### src/hdl/mepid_pkg.sv
// shared types and constants of the expert pid speed controller
// used by the register block, controller, datapath and top level
`default_nettype none

package mepid_pkg;

    // configuration register indexes (byte address is 4 times the index)
    localparam logic [2:0] REG_PROP  = 3'd0;
    localparam logic [2:0] REG_DERIV = 3'd1;
    localparam logic [2:0] REG_INTEG = 3'd2;
    localparam logic [2:0] REG_LIMIT = 3'd3;
    localparam logic [2:0] REG_DMAX  = 3'd4;
    localparam logic [2:0] REG_DMIN  = 3'd5;

    // register reset values
    localparam logic signed [15:0] PROP_RST  = 16'sd0;
    localparam logic signed [15:0] DERIV_RST = 16'sd0;
    localparam logic [15:0]        INTEG_RST = 16'd19779;
    localparam logic [14:0]        LIMIT_RST = 15'd1000;
    localparam logic signed [15:0] DMAX_RST  = 16'sd32767;
    localparam logic signed [15:0] DMIN_RST  = -16'sd32768;

    // error clamp and expert rule threshold
    localparam logic signed [16:0] ERR_HI  = 17'sd64;
    localparam logic signed [16:0] ERR_LO  = -17'sd64;
    localparam logic [7:0]         MID_ERR = 8'd3;

    // datapath widths
    localparam int ACC_W = 37;  // q.12 sum before the boost gain
    localparam int Q_W   = 51;  // q.24 value after the boost gain
    localparam int RES_W = Q_W - 24;

    typedef struct packed {
        logic signed [15:0] prop_gain;
        logic signed [15:0] deriv_gain;
        logic [15:0]        integ_gain_q12;
        logic [14:0]        integ_limit;
        logic signed [15:0] drive_max;
        logic signed [15:0] drive_min;
    } cfg_t;

    typedef struct packed {
        logic accept;     // latch a new item and update the error history
        logic mul_prop;   // acc = kp * e
        logic mul_deriv;  // acc += kd * d1
        logic mul_integ;  // acc = acc * 4096 + sum * ki
        logic scale;      // apply the boost gain, q.24
        logic round;      // divide by 2^24 toward zero
        logic load;       // clamp and load the output register
    } ctrl_cmd_t;

    typedef struct packed {
        logic out_free;   // output register can take a new item
    } dp_status_t;

endpackage

`default_nettype wire

### src/hdl/motor_expert_pid.sv
// top level of the expert pid speed controller
// joins mepid_regs, mepid_ctrl and mepid_dp; types from mepid_pkg
//
// usage:
//   one item on the s_ stream is one control tick: setpoint and measured
//   speed. the block answers each tick with exactly one item on the m_
//   stream: the clamped drive value and a flag that the expert rule boosted
//   the output by 4383/4096.
//   gains, integral limit and drive bounds sit in an apb-style register
//   block (index i at byte address 4*i); write them only while idle.
// timing:
//   one item is in work at a time. a tick runs from acceptance through the
//   three passes through the one shared 17x17 multiplier plus the scale,
//   round and clamp steps; the result then sits in the output register, and
//   the block accepts the next tick once that result is loaded.
//   the output register lets the next tick be accepted while a result waits;
//   if the receiver stalls, the block finishes the next tick and then holds
//   it, and s_tready stays low until the waiting result is taken.
// reset:
//   aresetn (synchronous, active low) clears the integral and the error
//   history, empties the output register and restores register defaults.
`default_nettype none

module motor_expert_pid
    import mepid_pkg::*;
(
    input  wire logic        aclk,
    input  wire logic        aresetn,
    // input stream
    input  wire logic        s_tvalid,
    output logic             s_tready,
    input  wire logic [31:0] s_tdata,   // [15:0] setpoint, [31:16] measured
    // result stream
    output logic             m_tvalid,
    input  wire logic        m_tready,
    output logic [15:0]      m_tdata,   // [15:0] drive
    output logic [0:0]       m_tuser,   // [0] boosted
    // configuration port
    input  wire logic        psel,
    input  wire logic        penable,
    input  wire logic        pwrite,
    input  wire logic [4:0]  paddr,
    input  wire logic [31:0] pwdata,
    output logic [31:0]      prdata,
    output logic             pready
);

    cfg_t               cfg;
    ctrl_cmd_t          cmd;
    dp_status_t         status;
    logic signed [15:0] drive;
    logic               boosted;

    mepid_regs u_regs (
        .aclk    (aclk),
        .aresetn (aresetn),
        .psel    (psel),
        .penable (penable),
        .pwrite  (pwrite),
        .paddr   (paddr),
        .pwdata  (pwdata),
        .prdata  (prdata),
        .pready  (pready),
        .cfg     (cfg)
    );

    // sequencer: accepts in idle, then steps the datapath
    mepid_ctrl u_ctrl (
        .aclk     (aclk),
        .aresetn  (aresetn),
        .s_tvalid (s_tvalid),
        .s_tready (s_tready),
        .status   (status),
        .cmd      (cmd)
    );

    // datapath reads the stream payload only on the accept command
    mepid_dp u_dp (
        .aclk     (aclk),
        .aresetn  (aresetn),
        .cfg      (cfg),
        .cmd      (cmd),
        .status   (status),
        .setpoint (s_tdata[15:0]),
        .measured (s_tdata[31:16]),
        .m_tvalid (m_tvalid),
        .m_tready (m_tready),
        .drive    (drive),
        .boosted  (boosted)
    );

    assign m_tdata    = drive;
    assign m_tuser[0] = boosted;

endmodule

`default_nettype wire

### src/hdl/mepid_regs.sv
// apb-style configuration registers of the expert pid controller
// depends on mepid_pkg for the register indexes and cfg_t
`default_nettype none

module mepid_regs
    import mepid_pkg::*;
(
    input  wire logic        aclk,
    input  wire logic        aresetn,
    input  wire logic        psel,
    input  wire logic        penable,
    input  wire logic        pwrite,
    input  wire logic [4:0]  paddr,
    input  wire logic [31:0] pwdata,
    output logic [31:0]      prdata,
    output logic             pready,
    output cfg_t             cfg
);

    cfg_t cfg_reg;
    logic wr_en;

    assign pready = 1'b1;
    assign wr_en  = psel && penable && pwrite;
    assign cfg    = cfg_reg;

    always_ff @(posedge aclk) begin
        if (!aresetn) begin
            cfg_reg.prop_gain      <= PROP_RST;
            cfg_reg.deriv_gain     <= DERIV_RST;
            cfg_reg.integ_gain_q12 <= INTEG_RST;
            cfg_reg.integ_limit    <= LIMIT_RST;
            cfg_reg.drive_max      <= DMAX_RST;
            cfg_reg.drive_min      <= DMIN_RST;
        end else if (wr_en) begin
            case (paddr[4:2])
                REG_PROP:  cfg_reg.prop_gain      <= pwdata[15:0];
                REG_DERIV: cfg_reg.deriv_gain     <= pwdata[15:0];
                REG_INTEG: cfg_reg.integ_gain_q12 <= pwdata[15:0];
                REG_LIMIT: cfg_reg.integ_limit    <= pwdata[14:0];
                REG_DMAX:  cfg_reg.drive_max      <= pwdata[15:0];
                REG_DMIN:  cfg_reg.drive_min      <= pwdata[15:0];
                default: begin
                end
            endcase
        end
    end

    always_comb begin
        case (paddr[4:2])
            REG_PROP:  prdata = {16'd0, cfg_reg.prop_gain};
            REG_DERIV: prdata = {16'd0, cfg_reg.deriv_gain};
            REG_INTEG: prdata = {16'd0, cfg_reg.integ_gain_q12};
            REG_LIMIT: prdata = {17'd0, cfg_reg.integ_limit};
            REG_DMAX:  prdata = {16'd0, cfg_reg.drive_max};
            REG_DMIN:  prdata = {16'd0, cfg_reg.drive_min};
            default:   prdata = 32'd0;
        endcase
    end

endmodule

`default_nettype wire

### src/hdl/mepid_ctrl.sv
// sequencing state machine of the expert pid controller
// depends on mepid_pkg for the command and status structs
`default_nettype none

module mepid_ctrl
    import mepid_pkg::*;
(
    input  wire logic        aclk,
    input  wire logic        aresetn,
    input  wire logic        s_tvalid,
    output logic             s_tready,
    input  wire dp_status_t  status,
    output ctrl_cmd_t        cmd
);

    localparam logic [2:0] ST_IDLE  = 3'd0;
    localparam logic [2:0] ST_PROP  = 3'd1;
    localparam logic [2:0] ST_DERIV = 3'd2;
    localparam logic [2:0] ST_INTEG = 3'd3;
    localparam logic [2:0] ST_SCALE = 3'd4;
    localparam logic [2:0] ST_ROUND = 3'd5;
    localparam logic [2:0] ST_LOAD  = 3'd6;

    logic [2:0] state_reg;
    logic [2:0] state_next;

    assign s_tready = (state_reg == ST_IDLE);

    always_comb begin
        cmd        = '0;
        state_next = state_reg;
        case (state_reg)
            ST_IDLE: begin
                cmd.accept = s_tvalid;
                if (s_tvalid) begin
                    state_next = ST_PROP;
                end
            end
            ST_PROP: begin
                cmd.mul_prop = 1'b1;
                state_next   = ST_DERIV;
            end
            ST_DERIV: begin
                cmd.mul_deriv = 1'b1;
                state_next    = ST_INTEG;
            end
            ST_INTEG: begin
                cmd.mul_integ = 1'b1;
                state_next    = ST_SCALE;
            end
            ST_SCALE: begin
                cmd.scale  = 1'b1;
                state_next = ST_ROUND;
            end
            ST_ROUND: begin
                cmd.round  = 1'b1;
                state_next = ST_LOAD;
            end
            ST_LOAD: begin
                // hold here while the previous item still waits at the output
                cmd.load = status.out_free;
                if (status.out_free) begin
                    state_next = ST_IDLE;
                end
            end
            default: begin
                state_next = ST_IDLE;
            end
        endcase
    end

    always_ff @(posedge aclk) begin
        if (!aresetn) begin
            state_reg <= ST_IDLE;
        end else begin
            state_reg <= state_next;
        end
    end

endmodule

`default_nettype wire

### src/hdl/mepid_dp.sv
// datapath of the expert pid controller: error history, shared multiplier,
// boost scaling, rounding, drive clamp and output register; uses mepid_pkg
`default_nettype none

module mepid_dp
    import mepid_pkg::*;
(
    input  wire logic               aclk,
    input  wire logic               aresetn,
    input  wire cfg_t               cfg,
    input  wire ctrl_cmd_t          cmd,
    output dp_status_t              status,
    input  wire logic signed [15:0] setpoint,
    input  wire logic signed [15:0] measured,
    output logic                    m_tvalid,
    input  wire logic               m_tready,
    output logic signed [15:0]      drive,
    output logic                    boosted
);

    // error history state
    logic signed [15:0] error_sum_reg;
    logic signed [7:0]  last_error_reg;
    logic signed [7:0]  prior_error_reg;

    // per-item working registers
    logic signed [7:0]       e_reg;
    logic signed [8:0]       d1_reg;
    logic                    boost_reg;
    logic signed [ACC_W-1:0] acc_reg;
    logic signed [ACC_W-1:0] acc_next;
    logic signed [Q_W-1:0]   q_reg;
    logic signed [Q_W-1:0]   q_next;
    logic signed [RES_W-1:0] res_reg;
    logic signed [RES_W-1:0] res_next;
    logic                    out_valid_reg;
    logic signed [15:0]      drive_reg;
    logic signed [15:0]      drive_next;
    logic                    boosted_reg;

    // accept-time logic
    logic signed [16:0] diff;
    logic signed [7:0]  e_new;
    logic [7:0]         abs_e;
    logic signed [16:0] sum_raw;
    logic signed [16:0] lim_pos;
    logic signed [16:0] lim_neg;
    logic signed [15:0] sum_new;
    logic signed [8:0]  d1_new;
    logic signed [8:0]  d2_new;
    logic               e_nz, d1_nz, d2_nz, last_nz;
    logic               grow, rev, boost_new;

    always_comb begin
        diff = {setpoint[15], setpoint} - {measured[15], measured};
        if (diff > ERR_HI) begin
            e_new = ERR_HI[7:0];
        end else if (diff < ERR_LO) begin
            e_new = ERR_LO[7:0];
        end else begin
            e_new = diff[7:0];
        end
        abs_e = e_new[7] ? 8'(-e_new) : 8'(e_new);

        lim_pos = $signed({2'b00, cfg.integ_limit});
        lim_neg = -lim_pos;
        sum_raw = {error_sum_reg[15], error_sum_reg} + {{9{e_new[7]}}, e_new};
        if (sum_raw > lim_pos) begin
            sum_new = lim_pos[15:0];
        end else if (sum_raw < lim_neg) begin
            sum_new = lim_neg[15:0];
        end else begin
            sum_new = sum_raw[15:0];
        end

        d1_new = {e_new[7], e_new} - {last_error_reg[7], last_error_reg};
        d2_new = {last_error_reg[7], last_error_reg} - {prior_error_reg[7], prior_error_reg};

        // sign tests stand in for the products of the rule
        e_nz    = (e_new != 8'sd0);
        d1_nz   = (d1_new != 9'sd0);
        d2_nz   = (d2_new != 9'sd0);
        last_nz = (last_error_reg != 8'sd0);
        grow = (e_nz && d1_nz && (e_new[7] == d1_new[8])
                && last_nz && d2_nz && (last_error_reg[7] == d2_new[8]))
               || !d1_nz;
        rev  = e_nz && d1_nz && (e_new[7] != d1_new[8])
               && d2_nz && (d1_new[8] != d2_new[8]);
        if (grow) begin
            boost_new = (abs_e >= MID_ERR);
        end else if (rev) begin
            boost_new = (abs_e > MID_ERR);
        end else begin
            boost_new = 1'b0;
        end
    end

    // shared 17 x 17 signed multiplier
    logic signed [16:0]      mul_a;
    logic signed [16:0]      mul_b;
    logic signed [33:0]      prod;
    logic signed [ACC_W-1:0] prod_ext;

    always_comb begin
        if (cmd.mul_integ) begin
            mul_a = {error_sum_reg[15], error_sum_reg};
            mul_b = $signed({1'b0, cfg.integ_gain_q12});
        end else if (cmd.mul_deriv) begin
            mul_a = {cfg.deriv_gain[15], cfg.deriv_gain};
            mul_b = {{8{d1_reg[8]}}, d1_reg};
        end else begin
            mul_a = {cfg.prop_gain[15], cfg.prop_gain};
            mul_b = {{9{e_reg[7]}}, e_reg};
        end
        prod     = mul_a * mul_b;
        prod_ext = {{(ACC_W - 34){prod[33]}}, prod};
    end

    logic signed [Q_W-1:0] acc_w;
    logic signed [Q_W-1:0] boost_part;
    logic signed [Q_W-1:0] q_biased;
    logic signed [RES_W-1:0] max_w;
    logic signed [RES_W-1:0] min_w;
    logic signed [RES_W-1:0] hi_clamped;

    always_comb begin
        acc_next = acc_reg;
        if (cmd.mul_prop) begin
            acc_next = prod_ext;
        end else if (cmd.mul_deriv) begin
            acc_next = acc_reg + prod_ext;
        end else if (cmd.mul_integ) begin
            acc_next = (acc_reg <<< 12) + prod_ext;
        end

        // boost gain 4383 = 4096 + 256 + 32 - 1
        acc_w      = {{(Q_W - ACC_W){acc_reg[ACC_W-1]}}, acc_reg};
        boost_part = boost_reg ? ((acc_w <<< 8) + (acc_w <<< 5) - acc_w) : '0;
        q_next     = cmd.scale ? ((acc_w <<< 12) + boost_part) : q_reg;

        // truncate toward zero on the divide by 2^24
        q_biased = q_reg + (q_reg[Q_W-1] ? Q_W'(24'hFF_FFFF) : Q_W'(0));
        res_next = cmd.round ? q_biased[Q_W-1:24] : res_reg;

        // upper bound first, lower bound second
        max_w      = {{(RES_W - 16){cfg.drive_max[15]}}, cfg.drive_max};
        min_w      = {{(RES_W - 16){cfg.drive_min[15]}}, cfg.drive_min};
        hi_clamped = (res_reg > max_w) ? max_w : res_reg;
        drive_next = (hi_clamped < min_w) ? cfg.drive_min : hi_clamped[15:0];
    end

    always_ff @(posedge aclk) begin
        if (!aresetn) begin
            error_sum_reg   <= 16'sd0;
            last_error_reg  <= 8'sd0;
            prior_error_reg <= 8'sd0;
            out_valid_reg   <= 1'b0;
        end else begin
            if (cmd.accept) begin
                error_sum_reg   <= sum_new;
                last_error_reg  <= e_new;
                prior_error_reg <= last_error_reg;
            end
            if (cmd.load) begin
                out_valid_reg <= 1'b1;
            end else if (m_tready) begin
                out_valid_reg <= 1'b0;
            end
        end
    end

    always_ff @(posedge aclk) begin
        if (cmd.accept) begin
            e_reg     <= e_new;
            d1_reg    <= d1_new;
            boost_reg <= boost_new;
        end
        acc_reg <= acc_next;
        q_reg   <= q_next;
        res_reg <= res_next;
        if (cmd.load) begin
            drive_reg   <= drive_next;
            boosted_reg <= boost_reg;
        end
    end

    assign status.out_free = !out_valid_reg || m_tready;
    assign m_tvalid        = out_valid_reg;
    assign drive           = drive_reg;
    assign boosted         = boosted_reg;

endmodule

`default_nettype wire
### config.mk
export PLATFORM = sky130hd
export DESIGN_NAME = motor_expert_pid
export DESIGN_NICKNAME = d
export VERILOG_FILES = /design/src/hdl/mepid_pkg.sv /design/src/hdl/motor_expert_pid.sv /design/src/hdl/mepid_regs.sv /design/src/hdl/mepid_ctrl.sv /design/src/hdl/mepid_dp.sv
export SDC_FILE = /design/constraint.sdc
export NUM_CORES = 2
export LEC_CHECK = 0
export BUFFER_PORTS_ARGS = -buffer_cell sky130_fd_sc_hd__buf_4
export CORE_MARGIN = 1.5
export CORE_UTILIZATION = 30
export DETAILED_ROUTE_END_ITERATION = 7
export MAX_ROUTING_LAYER = met4
export PLACE_DENSITY = 0.48
export SETUP_SLACK_MARGIN = 0.02
export SYNTH_ARGS = -nofsm -noshare
export SYNTH_HDL_FRONTEND = slang
export SYNTH_SLANG_ARGS = --single-unit
### constraint.sdc
create_clock -name aclk -period 11.3 [get_ports aclk]
set_clock_uncertainty 0.2 [all_clocks]
set_input_delay 3.39 -clock aclk [delete_from_list [all_inputs] [get_ports aclk]]
set_output_delay 3.39 -clock aclk [all_outputs]
set_load 0.01 [all_outputs]
---- Word level (Yosys, flattened, before mapping) ----
Index checks and enable logic that the tools add are counted.
cells by class
  $mul .................................... 1
  reduce and logical (&&, ||, !) cells .... 29
  add/sub/neg operators ................... 12
  muxes and demuxes ....................... 31
  eq/ne operators ......................... 17
  magnitude comparators ................... 8
operators by type and width
  cell                                                          count
  two-way mux 37 bit                                            3
  case mux 16 bit (6 select lines)                              1
  adder 37 x 34 -> 37 bit                                       2
  two-way mux 17 bit                                            4
  adder 49 x 51 -> 51 bit                                       1
  adder 51 bit                                                  1
  two-way mux 51 bit                                            1
  two-way mux 16 bit                                            3
  subtractor 46 x 37 -> 47 bit                                  1
  adder 45 x 42 -> 46 bit                                       1
  multiplier 17 x 17 -> 34 bit                                  1
  > comparator 27 x 16 -> 1 bit                                 1
  less-than comparator 27 x 16 -> 1 bit                         1
  two-way mux 27 bit                                            1
  two-way mux 24 bit                                            1
  two-way mux 8 bit                                             3
  case mux 3 bit (7 select lines)                               1
  nonzero test 9 bit                                            2
  subtractor 8 x 8 -> 9 bit                                     2
  adder 16 x 8 -> 17 bit                                        1
  > comparator 17 x 16 -> 1 bit                                 1
  > comparator 17 x 8 -> 1 bit (second input constant)          1
  less-than comparator 17 bit                                   1
  less-than comparator 17 x 7 -> 1 bit (second input constant)  1
  other kinds (22)                                              62
storage, ports and cells
  output and inout port bits .............. 52
  flip-flop bits (word level) ............. 281
  logic and storage cells ................. 117

---- Logic depth before layout (Yosys ltp) ----
  word-level depth ........................ 13
  depth in mapped cells ................... 41
  mapped depth without buffers ............ 38

---- Modules after synthesis ----
A second synthesis with hierarchy kept.
second synthesis, totals
  cell total of the unflattened synthesis .. 4207
  area total of the unflattened synthesis .. 36672.7 µm²
by module, submodules not included
  module      area an instance (µm²)  seq. area each (µm²)  cells an instance  times used
  mepid_dp    31983.2                 5165.0                3713               1
  mepid_regs  4508.1                  1901.8                471                1
  mepid_ctrl  181.4                   60.1                  23                 1

---- Worst setup path after synthesis ----
Ideal clock, no wire load.
  path type ............................... input -> register
  from .................................... in s_tdata[0]
  to ...................................... reg u_dp.error_sum_reg[1]
  arrival time ............................ 9.561 ns
  setup time .............................. 0.116 ns
  slack ................................... 1.423 ns
  path buffers ............................ 2
  stages .................................. 34
  cells stage by stage .................... inv_1 -> ha_1 -> inv_1 -> fa_1 -> a21o_1 -> a21oi_1 -> o21a_1 -> o21ai_1 -> a21oi_1 -> xnor2_1 -> nor4_1 -> and4_1 -> a21o_4 -> buf_6 -> nor2b_1 -> ha_1 -> fa_1 -> a21o_1 -> a21oi_1 -> o21a_1 -> o221ai_1 -> nor2b_1 -> xnor2_1 -> inv_1 -> ha_1 -> a21o_1 -> a211oi_1 -> nand2_1 -> o31a_1 -> mux2_2 -> buf_1 -> mux2i_1 -> a211oi_1 -> a31o_2
on the way
  word-level cells in the longest chain between the ends .. 8
  elaborated cells between the ends (all ways) .. 10
  those cells by class .................... add/sub (2); order compare (4); mux (4)
RTL lines
  element                               line                    source
  start, declared                       motor_expert_pid.sv:32  input wire logic [31:0] s_tdata,
  subtractor 16 x 16 -> 17 bit (*)      mepid_dp.sv:55          diff = {setpoint[15], setpoint} - {measured[15], measured};
  less-than comparator 17 x 7 -> 1 bit  mepid_dp.sv:58          end else if (diff < ERR_LO) begin
  two-way mux 8 bit                     mepid_dp.sv:58
  two-way mux 8 bit (*)                 mepid_dp.sv:56          if (diff > ERR_HI) begin
  adder 16 x 8 -> 17 bit (*)            mepid_dp.sv:67          sum_raw = {error_sum_reg[15], error_sum_reg} + {{9{e_new[7]}}, e_new};
  less-than comparator 17 bit           mepid_dp.sv:70          end else if (sum_raw < lim_neg) begin
  two-way mux 16 bit                    mepid_dp.sv:70
  two-way mux 16 bit (*)                mepid_dp.sv:68          if (sum_raw > lim_pos) begin
  end signal, assigned                  mepid_dp.sv:160         error_sum_reg <= sum_new;
  end, declared                         mepid_dp.sv:22          logic signed [15:0] error_sum_reg;
Every way passes the cells marked *; elsewhere a longest branch is shown, timed or not.
A chain may end at the register's enable or synchronous reset.

---- Worst setup path after layout ----
  from .................................... reg u_ctrl.state_reg[1]
  to ...................................... reg u_dp.acc_reg[35], data pin
on the way
  word-level cells in the longest chain between the ends .. 9
  elaborated cells between the ends (all ways) .. 16
  those cells by class .................... add/sub (2); mul (1); eq/ne (3); mux (10)
RTL lines
  element                       line              source
  start, declared               mepid_ctrl.sv:24  logic [2:0] state_reg;
  start signal, assigned        mepid_ctrl.sv:76  state_reg <= state_next;
  == test 3 x 2 -> 1 bit        mepid_ctrl.sv:32  case (state_reg)
  two-way mux 1 bit             mepid_ctrl.sv:32
  two-way mux 17 bit            mepid_dp.sv:108   end else if (cmd.mul_deriv) begin
  two-way mux 17 bit            mepid_dp.sv:105   if (cmd.mul_integ) begin
  multiplier 17 x 17 -> 34 bit  mepid_dp.sv:115   prod = mul_a * mul_b;
  adder 37 x 34 -> 37 bit       mepid_dp.sv:133   acc_next = (acc_reg <<< 12) + prod_ext;
  two-way mux 37 bit            mepid_dp.sv:132   end else if (cmd.mul_integ) begin
  two-way mux 37 bit            mepid_dp.sv:130   end else if (cmd.mul_deriv) begin
  two-way mux 37 bit (*)        mepid_dp.sv:128   if (cmd.mul_prop) begin
  named net u_dp.acc_next[35]   mepid_dp.sv:31    logic signed [ACC_W-1:0] acc_next;
  end signal, assigned          mepid_dp.sv:178   acc_reg <= acc_next;
  end, declared                 mepid_dp.sv:30    logic signed [ACC_W-1:0] acc_reg;
Mark *: on every way through the listed nets, which the timed path passes. The rest lies on a longest branch. The select of a mux whose other input is x is not followed.

==> results.sh <==
export IMPL_outcome="finished clean"
export IMPL_fmax_mhz=94.6
export IMPL_via_per_inst=4.95
export IMPL_slew_headroom=0.160
export IMPL_cts_hold_buf=0
export IMPL_yosys_top_cells_count="inv_1, nand2_1, ha_1, nor2_1, fa_1"
export IMPL_crit_type="register to register"
export IMPL_die_area_sq_um=123000
export IMPL_grt_pass1_wl_mm=176
export IMPL_synth_area_leaders="fa_1, ha_1, edfxtp_1, dfxtp_1, inv_1"
export IMPL_vdd_ir_drop_worst_mv=0.171
export IMPL_muxShareOfSynthArea=0.0335
export IMPL_gp_congestion=0.885
export IMPL_area_delta_synth_final_pct=10.5
export IMPL_die_w_um=351
export IMPL_boundaryPins=128
export IMPL_finalSetupViolations=0
export IMPL_synth_area_sq_um=36300
export IMPL_fin_tns_setup_ns=0
export IMPL_largest_reg_flops=95
export IMPL_power_leakage_nw=18.4
export IMPL_yosysWarningCount=0
export IMPL_final_fill_count=12600
export IMPL_crit_arrival_ns=10.65
export IMPL_htree_levels=2
export IMPL_grt_max_degree=66
export IMPL_power_density_nw_per_um2=222
export IMPL_max_cap_viol_count=0
export IMPL_crit_slowest_cell="a21oi_1"
export IMPL_drtAntennaViolNets=0
export IMPL_crit_top_cell="fa_1"
export IMPL_cts_sinks=281
export IMPL_syn_inst=4264
export IMPL_synthAdderAreaFrac=0.312
export IMPL_ys_flop_type="edfxtp_1"
export IMPL_cts_tree="done"
export IMPL_finalWorstSetupSlack_ns=0.729
export IMPL_worst_path_max_fanout=10
export IMPL_layout_drive_gt1_share=0.0737
export IMPL_portBuffers=92
export IMPL_drtIter0Drc=1690
export IMPL_period_share=0.935
export IMPL_wl_per_cell_um=18.7
export IMPL_place_ws_ns=0.454
export IMPL_synth_compound_area_frac=0.171
export IMPL_antennaDiodeCount=0
export IMPL_core_area_sq_um=120000
export IMPL_yosysTopAreaCell="fa_1"
export IMPL_drv_slew=0
export IMPL_critPathTopFamily="adder cells"
export IMPL_rsz0062_at_grt="no"
export IMPL_grt_pass1_vias=29500
export IMPL_synth_xor_area_frac=0.0492
export IMPL_clk_pin_slew_ns=0.06
export IMPL_yosysMostFrequentCell="inv_1"
export IMPL_synth_top_family_by_area="adder cells"
export IMPL_fin_nets=5119
export IMPL_syn_avg_cell_area_sq_um=8.52
export IMPL_worst_pin_slew_ns=1.26
export IMPL_initial_utilization=0.303
export IMPL_grt_usage=0.188
export IMPL_clock_latency_ns=0.58
export IMPL_min_period_ns=10.57
export IMPL_drt_first_pass_iters=5
export IMPL_gr_total_overflow=0
export IMPL_cts_root_buf="clkbuf_16"
export IMPL_routed_wl_mm=112
export IMPL_synth_edf_count=150
export IMPL_cts_made_buffers=36
export IMPL_yosys_area_share_simple=0.157
export IMPL_yosysTopAreaCellShare=0.179
export IMPL_vias=29500
export IMPL_endpoint_kind="register"
export IMPL_ctsResizeCount=0
export IMPL_post_cts_setup_buffers=0
export IMPL_clk_path_buf_depth=3
export IMPL_drc=0
export IMPL_ys_async_sr_fraction=0
export IMPL_cp_slowest_stage_delay_ns=0.64
export IMPL_rows=127
export IMPL_start_kind="register"
export IMPL_hold_viol_final=0
export IMPL_ys_types=104
export IMPL_antenna_found_initial=0
export IMPL_crit_buf_inv=4
export IMPL_synth_seq_cells=281
export IMPL_die_h_um=351
export IMPL_dp_final_hpwl_mm=90.3
export IMPL_ys_seq_area_frac=0.196
export IMPL_required_ns=11.38
export IMPL_hold_path_class="register to register"
==> area by class of cell <==
cell class                      instances  area (sq um)  share of cell area
Clock buffer                           44           961              0.0239
Clock inverter                         21           160             0.00399
Inverter                              600          2250              0.0561
Multi-Input combinational cell       3246         26400               0.657
Sequential cell                       281          7130               0.178
Tap cell                             1612          2020              0.0503
Timing Repair Buffer                  166          1260              0.0314
==> worst paths after layout <==
path,to,depth (start not counted),startpoint,slack (ns)
setup / recovery,u_dp.acc_reg[35],34,u_ctrl.state_reg[1],0.73
hold / removal,u_dp.prior_error_reg[5],2,u_dp.prior_error_reg[5],0.25
setup reg to reg,u_dp.acc_reg[35],34,u_ctrl.state_reg[1],0.73
hold reg to reg,u_dp.prior_error_reg[5],2,u_dp.prior_error_reg[5],0.25
==> per-layer routing <==
| layer | vias up | global-route usage | share of wire |
|---|---|---|---|
| met5 | - | - | 0 |
| met4 | 0 | 0.0376 | 0.020 |
| met3 | 108 | 0.0137 | 0.030 |
| met2 | 472 | 0.316 | 0.48 |
| met1 | 14300 | 0.249 | 0.47 |
| li1 | 14600 | - | - |
==> through the flow <==
step | area [sq um] | utilization | total power [mW] | std cells | hold slack (ns)
floorplan | 36400 | - | 6.29 | 4279 | 0.236
global placement | 39000 | 0.325 | 7.80 | 5905 | 0.243
detailed placement | 39000 | 0.325 | 7.81 | 5905 | 0.249
CTS | 40100 | 0.334 | 8.99 | 5970 | 0.257
global route | 40100 | 0.334 | 9.85 | 5970 | 0.288
finish | 40100 | 0.334 | 8.92 | 5970 | 0.255
==> power breakdown <==
part	total, mW	internal (mW)	switching [mW]	leakage, nW
combinational	6.27	2.66	3.61	15.4
clock	1.12	0.634	0.491	0.555
sequential	1.53	1.34	0.183	2.44
==> tightest hold or removal path: cells and delay by family, from the launching register on <==
family	cells	cell delay [ns]
flip-flops	1	0.31
AND/OR/NAND/NOR	1	0.05
AO/OA/AOI/OAI	1	0.05
==> layout by cell type, fill, tap and decap left out, drive strengths merged, types with 34 or more instances in the layout <==
cell / Yosys / routed
xor2: 55 / 55
a211oi: 38 / 38
o21a: 84 / 84
ha: 387 / 387
nand2: 508 / 508
nand4: 39 / 39
mux2i: 70 / 70
o21ai: 170 / 170
nor2: 343 / 343
buf: 35 / 166
a21o: 98 / 98
clkbuf: 115 / 44
inv: 599 / 602
and3: 34 / 34
a21oi: 293 / 293
fa: 325 / 325
o211ai: 40 / 40
nor2b: 37 / 37
nor3: 60 / 60
dfxtp: 131 / 131
nand2b: 37 / 37
and2: 51 / 51
xnor2: 149 / 149
edfxtp: 150 / 150
mux2: 34 / 34
nand3: 66 / 66
==> logic make-up (layout without fill, tap and decap cells) <==
group | count (synthesis) | after routing
adders and majority gates | 712 | 712
buffers and inverters | 752 | 831
xor gates and xnor gates | 204 | 204
muxes | 108 | 108
AOI/OAI and AO/OA | 947 | 947
other | 2 | 17
and+or+nand+nor | 1258 | 1258
DFF | 281 | 281
(Power assumes the default switching activity.)
